`src/hw/rtl/tpt_pkg.sv`:
```
package tpt_pkg;

  // Operand width of the serial multiplier and quotient width of the divider
  localparam int unsigned MUL_W = 18;
  localparam int unsigned PROD_W = 2 * MUL_W;
  localparam int unsigned DIV_W = 9;
  localparam int unsigned QUO_W = 16;
  // Reciprocal table entry i is 2^NUM_EXP / (64 + i)
  localparam int unsigned NUM_EXP = 21;

  localparam int CLIP_KNEE = 2304;
  localparam int CLIP_RAIL = 3072;

  function automatic logic signed [12:0] soft_limit(input logic signed [20:0] v);
    logic        [21:0] m;
    logic        [21:0] r;
    logic signed [21:0] res;
    m = v[20] ? 22'(-$signed({v[20], v})) : 22'({1'b0, v});
    r = m;
    if (m > 22'(CLIP_KNEE)) begin
      r = 22'(CLIP_KNEE) + ((m - 22'(CLIP_KNEE)) >> 3);
    end
    if (r > 22'(CLIP_RAIL)) begin
      r = 22'(CLIP_RAIL);
    end
    res = v[20] ? -$signed(r) : $signed(r);
    return res[12:0];
  endfunction

endpackage

```
`src/hw/rtl/tpt_mul.sv`:
```
module tpt_mul
  import tpt_pkg::*;
(
  input  logic                     clk,
  input  logic                     rst,
  input  logic                     start,
  input  logic signed [MUL_W-1:0]  a,
  input  logic signed [MUL_W-1:0]  b,
  output logic                     done,
  output logic signed [PROD_W-1:0] p
);

  localparam int unsigned CNT_W = $clog2(MUL_W);

  logic                   busy;
  logic [CNT_W-1:0]       cnt;
  logic signed [MUL_W:0]  hi;
  logic [MUL_W-1:0]       lo;
  logic signed [MUL_W:0]  a_ext;
  logic signed [MUL_W:0]  addend;
  logic signed [MUL_W:0]  sum;

  // Shift-add one multiplier bit a cycle; the sign bit weighs negative
  always_comb begin
    addend = '0;
    if (lo[0]) begin
      addend = (cnt == CNT_W'(MUL_W - 1)) ? -a_ext : a_ext;
    end
    sum = hi + addend;
  end

  always_ff @(posedge clk) begin
    if (rst) begin
      busy <= 1'b0;
      done <= 1'b0;
      cnt  <= '0;
    end else begin
      done <= 1'b0;
      if (start) begin
        busy  <= 1'b1;
        cnt   <= '0;
        hi    <= '0;
        lo    <= b;
        a_ext <= {a[MUL_W-1], a};
      end else if (busy) begin
        hi <= {sum[MUL_W], sum[MUL_W:1]};
        lo <= {sum[0], lo[MUL_W-1:1]};
        if (cnt == CNT_W'(MUL_W - 1)) begin
          busy <= 1'b0;
          done <= 1'b1;
        end else begin
          cnt <= cnt + 1'b1;
        end
      end
    end
  end

  assign p = {hi[MUL_W-1:0], lo};

endmodule

```
`src/hw/rtl/tpt_div.sv`:
```
module tpt_div
  import tpt_pkg::*;
(
  input  logic             clk,
  input  logic             rst,
  input  logic             start,
  input  logic [DIV_W-1:0] divisor,
  output logic             done,
  output logic [QUO_W-1:0] quo
);

  localparam int unsigned STEPS = NUM_EXP + 1;
  localparam int unsigned CNT_W = $clog2(STEPS);

  logic             busy;
  logic [CNT_W-1:0] cnt;
  logic [DIV_W-1:0] d;
  logic [DIV_W-1:0] rem;
  logic [DIV_W:0]   rem_sh;
  logic             fits;

  // Restoring division of 2^NUM_EXP, one quotient bit a cycle
  always_comb begin
    rem_sh = {rem, (cnt == '0)};
    fits   = rem_sh >= {1'b0, d};
  end

  always_ff @(posedge clk) begin
    if (rst) begin
      busy <= 1'b0;
      done <= 1'b0;
      cnt  <= '0;
    end else begin
      done <= 1'b0;
      if (start) begin
        busy <= 1'b1;
        cnt  <= '0;
        rem  <= '0;
        quo  <= '0;
        d    <= divisor;
      end else if (busy) begin
        rem <= fits ? DIV_W'(rem_sh - {1'b0, d}) : rem_sh[DIV_W-1:0];
        quo <= {quo[QUO_W-2:0], fits};
        if (cnt == CNT_W'(STEPS - 1)) begin
          busy <= 1'b0;
          done <= 1'b1;
        end else begin
          cnt <= cnt + 1'b1;
        end
      end
    end
  end

endmodule

```
`src/hw/rtl/tpt_ladder_lowpass_filter.sv`:
```
// Channel  Direction  Fields                                  Handshake
// input    in         sample_in, cutoff_gain, resonance_gain  in_valid / in_ready
// output   out        sample_out                              out_valid / out_ready
//
// One word takes 16 or 17 multiplies on the shared bit-serial multiplier and one or
// two divisions for the reciprocal, each operation with an issue and a write-back step:
// 16 multiplies and one division when the denominator clamps at the top of the table,
// 17 and two otherwise. Each word runs to the end before the next one is taken.
// Reset clears the four stage memories and the output register.
// A new word is taken once the last finished result has moved to the output
// register; a stalled output holds the block in its final step.
module tpt_ladder_lowpass_filter
  import tpt_pkg::*;
(
  input  logic               clk,
  input  logic               rst,
  input  logic               in_valid,
  output logic               in_ready,
  input  logic signed [15:0] sample_in,
  input  logic [14:0]        cutoff_gain,
  input  logic [13:0]        resonance_gain,
  output logic               out_valid,
  input  logic               out_ready,
  output logic signed [12:0] sample_out
);

  typedef enum logic [3:0] {
    S_IDLE  = 4'b0001,
    S_ISSUE = 4'b0010,
    S_WAIT  = 4'b0100,
    S_OUT   = 4'b1000
  } state_t;

  typedef enum logic [4:0] {
    ST_C0, ST_C1, ST_C2, ST_C3, ST_C4, ST_C5, ST_C6,
    ST_G2, ST_G4, ST_DEN, ST_DIVA, ST_DIVB, ST_INTP,
    ST_KC, ST_DRV, ST_S0, ST_S1, ST_S2, ST_S3
  } step_t;

  state_t state;
  step_t  step;

  logic signed [15:0]       x;
  logic [14:0]              g;
  logic [13:0]              k;
  logic signed [12:0]       s [4];
  logic signed [MUL_W-1:0]  c;
  logic signed [MUL_W-1:0]  t;
  logic [15:0]              g2;
  logic [8:0]               idx;
  logic [8:0]               frac;
  logic [QUO_W-1:0]         ra;
  logic [QUO_W-1:0]         rb;
  logic signed [MUL_W-1:0]  rc;
  logic signed [MUL_W-1:0]  drv;
  logic signed [12:0]       out_q;

  logic signed [MUL_W-1:0]  op_a;
  logic signed [MUL_W-1:0]  op_b;
  logic                     is_div;
  logic                     mul_start;
  logic                     div_start;
  logic                     mul_done;
  logic                     div_done;
  logic signed [PROD_W-1:0] p;
  logic [QUO_W-1:0]         quo;
  logic [DIV_W-1:0]         divisor;
  logic signed [MUL_W-1:0]  omg;
  logic signed [20:0]       p15;
  logic signed [23:0]       p12;
  logic signed [26:0]       p9;
  logic [23:0]              den;
  logic [17:0]              off;
  logic signed [12:0]       s_cur;
  logic signed [MUL_W-1:0]  y;
  logic signed [20:0]       dsc;

  assign omg = 18'sd32768 - $signed({3'b000, g});
  assign p15 = p[PROD_W-1:15];
  assign p12 = p[PROD_W-1:12];
  assign p9  = p[PROD_W-1:9];

  always_comb begin
    is_div = (step == ST_DIVA) || (step == ST_DIVB);
    divisor = (step == ST_DIVB) ? DIV_W'({1'b0, idx} + 10'd65) : DIV_W'({1'b0, idx} + 10'd64);
    s_cur = s[0];
    case (step)
      ST_S1:   s_cur = s[1];
      ST_S2:   s_cur = s[2];
      ST_S3:   s_cur = s[3];
      default: s_cur = s[0];
    endcase
    op_a = '0;
    op_b = '0;
    case (step)
      ST_C0:   begin op_a = omg; op_b = MUL_W'(s[0]); end
      ST_C2:   begin op_a = omg; op_b = MUL_W'(s[1]); end
      ST_C4:   begin op_a = omg; op_b = MUL_W'(s[2]); end
      ST_C6:   begin op_a = omg; op_b = MUL_W'(s[3]); end
      ST_C1, ST_C3, ST_C5: begin
        op_a = $signed({3'b000, g}); op_b = c;
      end
      ST_G2:   begin op_a = $signed({3'b000, g}); op_b = $signed({3'b000, g}); end
      ST_G4:   begin op_a = $signed({2'b00, g2}); op_b = $signed({2'b00, g2}); end
      ST_DEN:  begin op_a = $signed({4'b0000, k}); op_b = $signed({2'b00, g2}); end
      ST_INTP: begin
        op_a = $signed({2'b00, rb}) - $signed({2'b00, ra});
        op_b = $signed({9'd0, frac});
      end
      ST_KC:   begin op_a = $signed({4'b0000, k}); op_b = c; end
      ST_DRV:  begin op_a = drv; op_b = rc; end
      ST_S0, ST_S1, ST_S2, ST_S3: begin
        op_a = drv - MUL_W'(s_cur); op_b = $signed({3'b000, g});
      end
      default: begin op_a = '0; op_b = '0; end
    endcase
    // Clamp the denominator at the top of the table
    den = 24'd32768 + 24'(p12);
    if (den > 24'd163840) begin
      den = 24'd163840;
    end
    off = 18'(den - 24'd32768);
    y   = MUL_W'(p15) + MUL_W'(s_cur);
    dsc = 21'(p15) + 21'(p15 >>> 3);
    mul_start = (state == S_ISSUE) && !is_div;
    div_start = (state == S_ISSUE) && is_div;
  end

  tpt_mul u_mul (
    .clk   (clk),
    .rst   (rst),
    .start (mul_start),
    .a     (op_a),
    .b     (op_b),
    .done  (mul_done),
    .p     (p)
  );

  tpt_div u_div (
    .clk     (clk),
    .rst     (rst),
    .start   (div_start),
    .divisor (divisor),
    .done    (div_done),
    .quo     (quo)
  );

  always_ff @(posedge clk) begin
    if (rst) begin
      state     <= S_IDLE;
      step      <= ST_C0;
      out_valid <= 1'b0;
      out_q     <= '0;
      for (int i = 0; i < 4; i++) begin
        s[i] <= '0;
      end
    end else begin
      if ((state == S_OUT) && (!out_valid || out_ready)) begin
        out_valid <= 1'b1;
      end else if (out_ready) begin
        out_valid <= 1'b0;
      end
      case (state)
        S_IDLE: begin
          if (in_valid) begin
            x     <= sample_in;
            g     <= cutoff_gain;
            k     <= resonance_gain;
            step  <= ST_C0;
            state <= S_ISSUE;
          end
        end
        S_ISSUE: begin
          state <= S_WAIT;
        end
        S_WAIT: begin
          if ((is_div && div_done) || (!is_div && mul_done)) begin
            case (step)
              ST_C0: c <= MUL_W'(p15);
              ST_C1, ST_C3, ST_C5: t <= MUL_W'(p15);
              ST_C2, ST_C4, ST_C6: c <= t + MUL_W'(p15);
              ST_G2, ST_G4: g2 <= p15[15:0];
              ST_DEN: begin
                idx  <= off[17:9];
                frac <= off[8:0];
              end
              ST_DIVA: begin
                ra <= quo;
                rc <= $signed({2'b00, quo});
              end
              ST_DIVB: rb <= quo;
              ST_INTP: rc <= $signed({2'b00, ra}) + MUL_W'(p9);
              ST_KC:   drv <= MUL_W'(x) - MUL_W'(p12);
              ST_DRV:  drv <= MUL_W'(soft_limit(dsc));
              ST_S0, ST_S1, ST_S2, ST_S3: begin
                drv <= y;
                case (step)
                  ST_S0:   s[0] <= soft_limit(21'(y) + p15);
                  ST_S1:   s[1] <= soft_limit(21'(y) + p15);
                  ST_S2:   s[2] <= soft_limit(21'(y) + p15);
                  default: s[3] <= soft_limit(21'(y) + p15);
                endcase
              end
              default: ;
            endcase
            if (step == ST_S3) begin
              state <= S_OUT;
              step  <= ST_C0;
            end else if ((step == ST_DIVA) && (idx == 9'd256)) begin
              // Top entry: no interpolation
              state <= S_ISSUE;
              step  <= ST_KC;
            end else begin
              state <= S_ISSUE;
              step  <= step_t'(step + 1'b1);
            end
          end
        end
        S_OUT: begin
          if (!out_valid || out_ready) begin
            out_q <= soft_limit(21'(drv));
            state <= S_IDLE;
          end
        end
        default: state <= S_IDLE;
      endcase
    end
  end

  assign in_ready   = (state == S_IDLE);
  assign sample_out = out_q;

endmodule
```
`config.mk`:
```
export PLATFORM = sky130hd
export DESIGN_NAME = tpt_ladder_lowpass_filter
export DESIGN_NICKNAME = d
export VERILOG_FILES = /design/src/hw/rtl/tpt_pkg.sv /design/src/hw/rtl/tpt_mul.sv /design/src/hw/rtl/tpt_div.sv /design/src/hw/rtl/tpt_ladder_lowpass_filter.sv
export SDC_FILE = /design/constraint.sdc
export NUM_CORES = 1
export LEC_CHECK = 0
export ABC_AREA = 1
export BUFFER_PORTS_ARGS = -buffer_cell sky130_fd_sc_hd__buf_4
export CORE_MARGIN = 2
export CORE_UTILIZATION = 35
export CTS_CLUSTER_SIZE = 16
export DETAILED_ROUTE_END_ITERATION = 6
export MAX_ROUTING_LAYER = met4
export PLACE_DENSITY = 0.61
export SLEW_MARGIN = 20
export SYNTH_ARGS = -nofsm -noshare
export SYNTH_HDL_FRONTEND = slang
export SYNTH_SLANG_ARGS = --single-unit
```
`constraint.sdc`:
```
create_clock -name clk -period 11.45 [get_ports clk]
set_input_delay 0 -clock clk [delete_from_list [all_inputs] [get_ports clk]]
set_output_delay 0 -clock clk [all_outputs]
set_load 0.02 [all_outputs]
```
# Yosys cells after proc, flatten, opt, wreduce, memory -nomap -nowiden

Memory sizes are Yosys's and may differ from the RTL's.
Index checks and enable logic that the tools add are counted.

Add/subtract/negate cells: 34
Order comparisons: 11
Eq/ne operators: 28
Muxes and demuxes: 138
Bitwise operators: 9
Reduce and logical (&&, ||, !) cells: 53

Operators by type and width:

| kind                     | count |
|---|---|
| $mux W22                 | 33 |
| $mux W13                 | 43 |
| $gt A22 B12 Y1 const B   | 9 |
| $pmux W18 S9             | 1 |
| $pmux W18 S7             | 1 |
| $neg A13 Y13             | 6 |
| $pmux W18 S2             | 2 |
| $sub A22 B12 Y22 const B | 3 |
| $add A12 B19 Y20 const A | 3 |
| $mux W19                 | 3 |
| $mux W18                 | 3 |
| $pmux W18 S3             | 1 |
| $neg A21 Y22             | 2 |
| $eq A5 B4 Y1 const B     | 8 |
| $pmux W13 S3             | 1 |
| $mux W1                  | 36 |
| $reduce_and A4 Y1        | 8 |
| $mux W9                  | 3 |
| $eq A5 B5 Y1 const B     | 5 |
| $add A16 B24 Y24 const A | 1 |
| $gt A24 B18 Y1 const B   | 1 |
| $neg A18 Y22             | 1 |
| $add A18 B21 Y21         | 1 |
| $add A21 B18 Y21         | 1 |
| 43 further kinds         | 97 |

Register bits: 309
Memory bits (writable): 52
Bits of input ports: 49
Output and inout port bits: 15
Word-level logic and storage cells: 302
Memories kept: 1

Memories:

| memory | words | bits a word | read ports | clocked after memory_dff | write ports | RTL line                        | RTL |
|---|---|---|---|---|---|---|---|
| s      | 4     | 13          | 4          | 0                        | 4           | tpt_ladder_lowpass_filter.sv:46 | `logic signed [12:0] s [4];` |

# Depth between registers and ports, before layout

Word-level depth: 24
Mapped depth: 69
Depth with buffers taken out: 66

# Hierarchy

Synthesis repeated with hierarchy kept, for this count alone.

Cell total of the unflattened synthesis: 4026
Area total of the unflattened synthesis: 29294.3 um^2

Modules (own cells, without submodules):

| module                    | times used | cells each | area an instance (um^2) | seq. area each (um^2) |
|---|---|---|---|---|
| tpt_ladder_lowpass_filter | 1          | 3307       | 23284.8                 | 7517.2 |
| tpt_mul                   | 1          | 473        | 3837.4                  | 1761.7 |
| tpt_div                   | 1          | 246        | 2172.1                  | 1161.1 |

# Worst setup path after synthesis

Ideal clock, no wire load.

Path type: register to register
Start point: register step[1]
End point: memory s[0][8], data pin
Library setup time: 266 ps
Arrival time: 8184 ps
Required time: 11184 ps
Slack: 3000 ps
Stages on the path, launching flop included: 66
Buffers on the path: 5
Clock period less this slack: 8450 ps
Cells stage by stage: dfxtp_1 inv_1 ha_1 inv_1 nor2_2 nor2_2 buf_6 clkbuf_1 a21oi_1 ha_1 inv_1 fa_1 o21ai_0 nand3_1 nand3b_1 nand2_1 nand2_1 a21oi_1 [... 30 more ...] nand2_1 nand3_4 buf_6 o21ai_2 nand2_2 nor2_2 nand3_2 a21oi_4 nand2_4 inv_2 buf_6 nand3_1 ha_1 nand2_1 nand2_1 nand2_2 xor2_2 nor2_1

RTL lines:

| element                  | RTL line                         | RTL |
|---|---|---|
| start: declaration       | tpt_ladder_lowpass_filter.sv:41  | `step_t step;` |
| start signal: assignment | tpt_ladder_lowpass_filter.sv:215 | `step <= step_t'(step + 1'b1);` |
| end: declaration         | tpt_ladder_lowpass_filter.sv:46  |  |

==> impl_metrics.tcl <==
set metrics [dict create \
    setup_viol 0 \
    drv_cap 0 \
    route.detailed.drc 0 \
    cpPeakStageDelay_ns 0.40 \
    ys_types 66 \
    drt_iter0_markers 2467 \
    cts_setup_buffers 0 \
    min_period_ns 10.25 \
    drt-pass1-iter-count 6 \
    worstRegToRegCells 59 \
    num_vias 26800 \
    avgSynthCellArea_um2 7.40 \
    status "completed" \
    die_y_um 290 \
    cp_common_cell "nand2_1" \
    grt_overflow 0 \
    cts_num_sinks 360 \
    timing.rr.start "step[0]" \
    synth_edf_count 323 \
    grt_pass1_vias 25000 \
    nets 4266 \
    gr-usage-all-layers_pct 23.4 \
    min-delay-start "resonance_gain[12]" \
    io_pins 64 \
    insertion_delay_ns 0.58 \
    floorplan.initialDensity_pct 35.5 \
    grt_util_met1_pct 31.3 \
    path_class "reg2reg" \
    cp-end-kind "flip-flop" \
    synth_cells 3873 \
    place.gp.congestion 1.05 \
    synth_commonest_cells "nand2_1, inv_1, nor2_1" \
    cts-buffers-inserted 43 \
    ant_nets 0 \
    tns_ns 0 \
    cp_max_fo 23 \
    clock-root-buffer "clkbuf_16" \
    cp.arrival_ns 10.53 \
    routed_wl_mm 97.2 \
    htree_levels 2 \
    hold_viol_final 0 \
    grt_max_degree 46 \
    antenna_found_initial 2 \
    synth_area_leaders "edfxtp_1, nand2_1, ha_1" \
    core_um2 80800 \
    rsz0062_at_grt "no" \
    max_slew.worst_pin.slew_ns 0.891 \
    hold_class "in2reg" \
    r2r_setup_slack_ns 1.20 \
    synth_most_common_cell "nand2_1" \
    grt_pass1_wl_mm 148 \
    met3_usage_pct 2.96 \
    crit_slowest_cell "dfxtp_1" \
    cts_tree "done" \
    hold_path_depth 2 \
    drive_above_1_share_pct 6.17 \
    r2r_end "s[0][4]" \
    area_delta_synth_final_pct 13.2 \
    yosysWarnings 0 \
    crit_required_ns 11.74 \
    use_met2_pct 36.5 \
    synth_area_um2 28600 \
    avgViaCountPerCell 5.27 \
    grt_busiest_layer "met2" \
    ys_ff_latch 360 \
    relSlewSlack_pct 39.8 \
    dieArea_um2 84200 \
    synth-async-reset-ratio_pct 0 \
    synth_flop_cell "edfxtp_1" \
    clk_pin_slew_ns 0.06 \
    fmax_mhz 97.6 \
    min_to "k[12]" \
    synth_nets 4136 \
    synth_seq_area_share_pct 36.4 \
    row_count 104 \
    cp-start-kind "flip-flop" \
    die_w_um 290 \
    port_buffers 63 \
    synth.largest_area_cell "edfxtp_1" \
    wl_per_cell_um 19.1 \
    fin_worst_skew_ns 0.0352 \
    period_share_pct 89.5 \
    drv_slew 0 \
    dp_hpwl_mm 75.3 \
    yosys.area.top_type_share_pct 33.9 \
    cts_buffer_depth 3 \
]
-- metrics by stage --
stage / instances / cell area [um2] / worst slack (ns) / hold WS [ns] / util, %
global route: 5095 / 32400 / 0.0615 / 0.137 / 40.1
detailed placement: 4968 / 30500 / 1.09 / 0.179 / 37.7
floorplan: 3873 / 28600 / 3.00 / 0.0989 / -
finish: 5096 / 32400 / 1.20 / 0.138 / 40.1
global placement: 4968 / 30500 / 1.52 / 0.179 / 37.7
CTS: 5093 / 32400 / 1.04 / 0.124 / 40.1
-- routing by layer --
metal,wire [um],part of all wire (%),vias to the layer above
met3,6910,7.1,178
met2,43100,44,885
li1,-,-,13300
met1,43400,45,12500
met5,0,0,-
met4,3740,3.8,0
-- worst max-delay path, delay by kind of cell (launching register included) --
kind | cells | cell delay, ns
xor gates and xnor gates | 2 | 0.55
adders and majority gates | 7 | 2.04
DFF | 1 | 0.40
AOI/OAI and AO/OA | 12 | 2.13
and+or+nand+nor | 29 | 4.06
buffers and inverters | 9 | 0.78
-- registers in the layout, indices dropped and copies added (netlist names), 18 cells and up --
name         cells
c               18
drv             18
rc              18
s               52
t               18
u_mul.a_ext     18
u_mul.hi        18
u_mul.lo        18
-- what timing repair did --
item	in CTS	in global routing
setup endpoints to repair	0	24
gates resized for setup	0	1
hold buffers	49	0
hold endpoints to repair	58	0
-- cell type report --
cell class	instances	area [um2]
Fill cell	8298	48400
Tap cell	1060	1330
Inverter	610	2290
Timing Repair Buffer	160	1320
Sequential cell	360	10400
Clock inverter	21	264
Clock buffer	55	1140
Antenna cell	2	5.00
Multi-Input combinational cell	2828	15600
-- worst max path at each step --
stage,from,to,cells after the start
final,step[0],s[0][4],59
after global routing,step[0],s[2][4],60
after CTS,step[0],s[0][4],59
after detailed placement,step[0],s[0][4],59
after global placement,step[0],s[3][8],61
after floorplan,step[1],s[0][8],65
-- layout by cell type, fill, tap and decap left out, types with 17 or more instances in the layout --
cell,n
inv_1,602
nand3b_1,17
o21ai_0,246
nor2_1,394
nand4_1,76
a221oi_1,31
dfxtp_1,37
clkbuf_16,44
nand3_1,229
dlygate4sd3_1,49
buf_4,111
o21ai_1,19
ha_1,204
a21oi_1,252
nand2_2,17
o22ai_1,19
nand2_1,920
o21bai_1,21
edfxtp_1,323
nor3_1,45
xnor2_1,42
xor2_1,90
-- cells by family (layout without fill, tap and decap cells) --
logic type	count (synthesis)	in the layout	share of synthesized area (%)
buffers and inverters	686	846	9.18
AO/OA/AOI/OAI	708	708	14.3
other	0	2	0
adder cells (fa/ha/maj)	214	214	9.61
XOR/XNOR	134	134	4.15
AND/OR/NAND/NOR	1771	1772	26.4
flip-flops	360	360	36.4
Power is not shown: default switching activity piles up to over one toggle a cycle in this logic, so the estimate is an artifact.
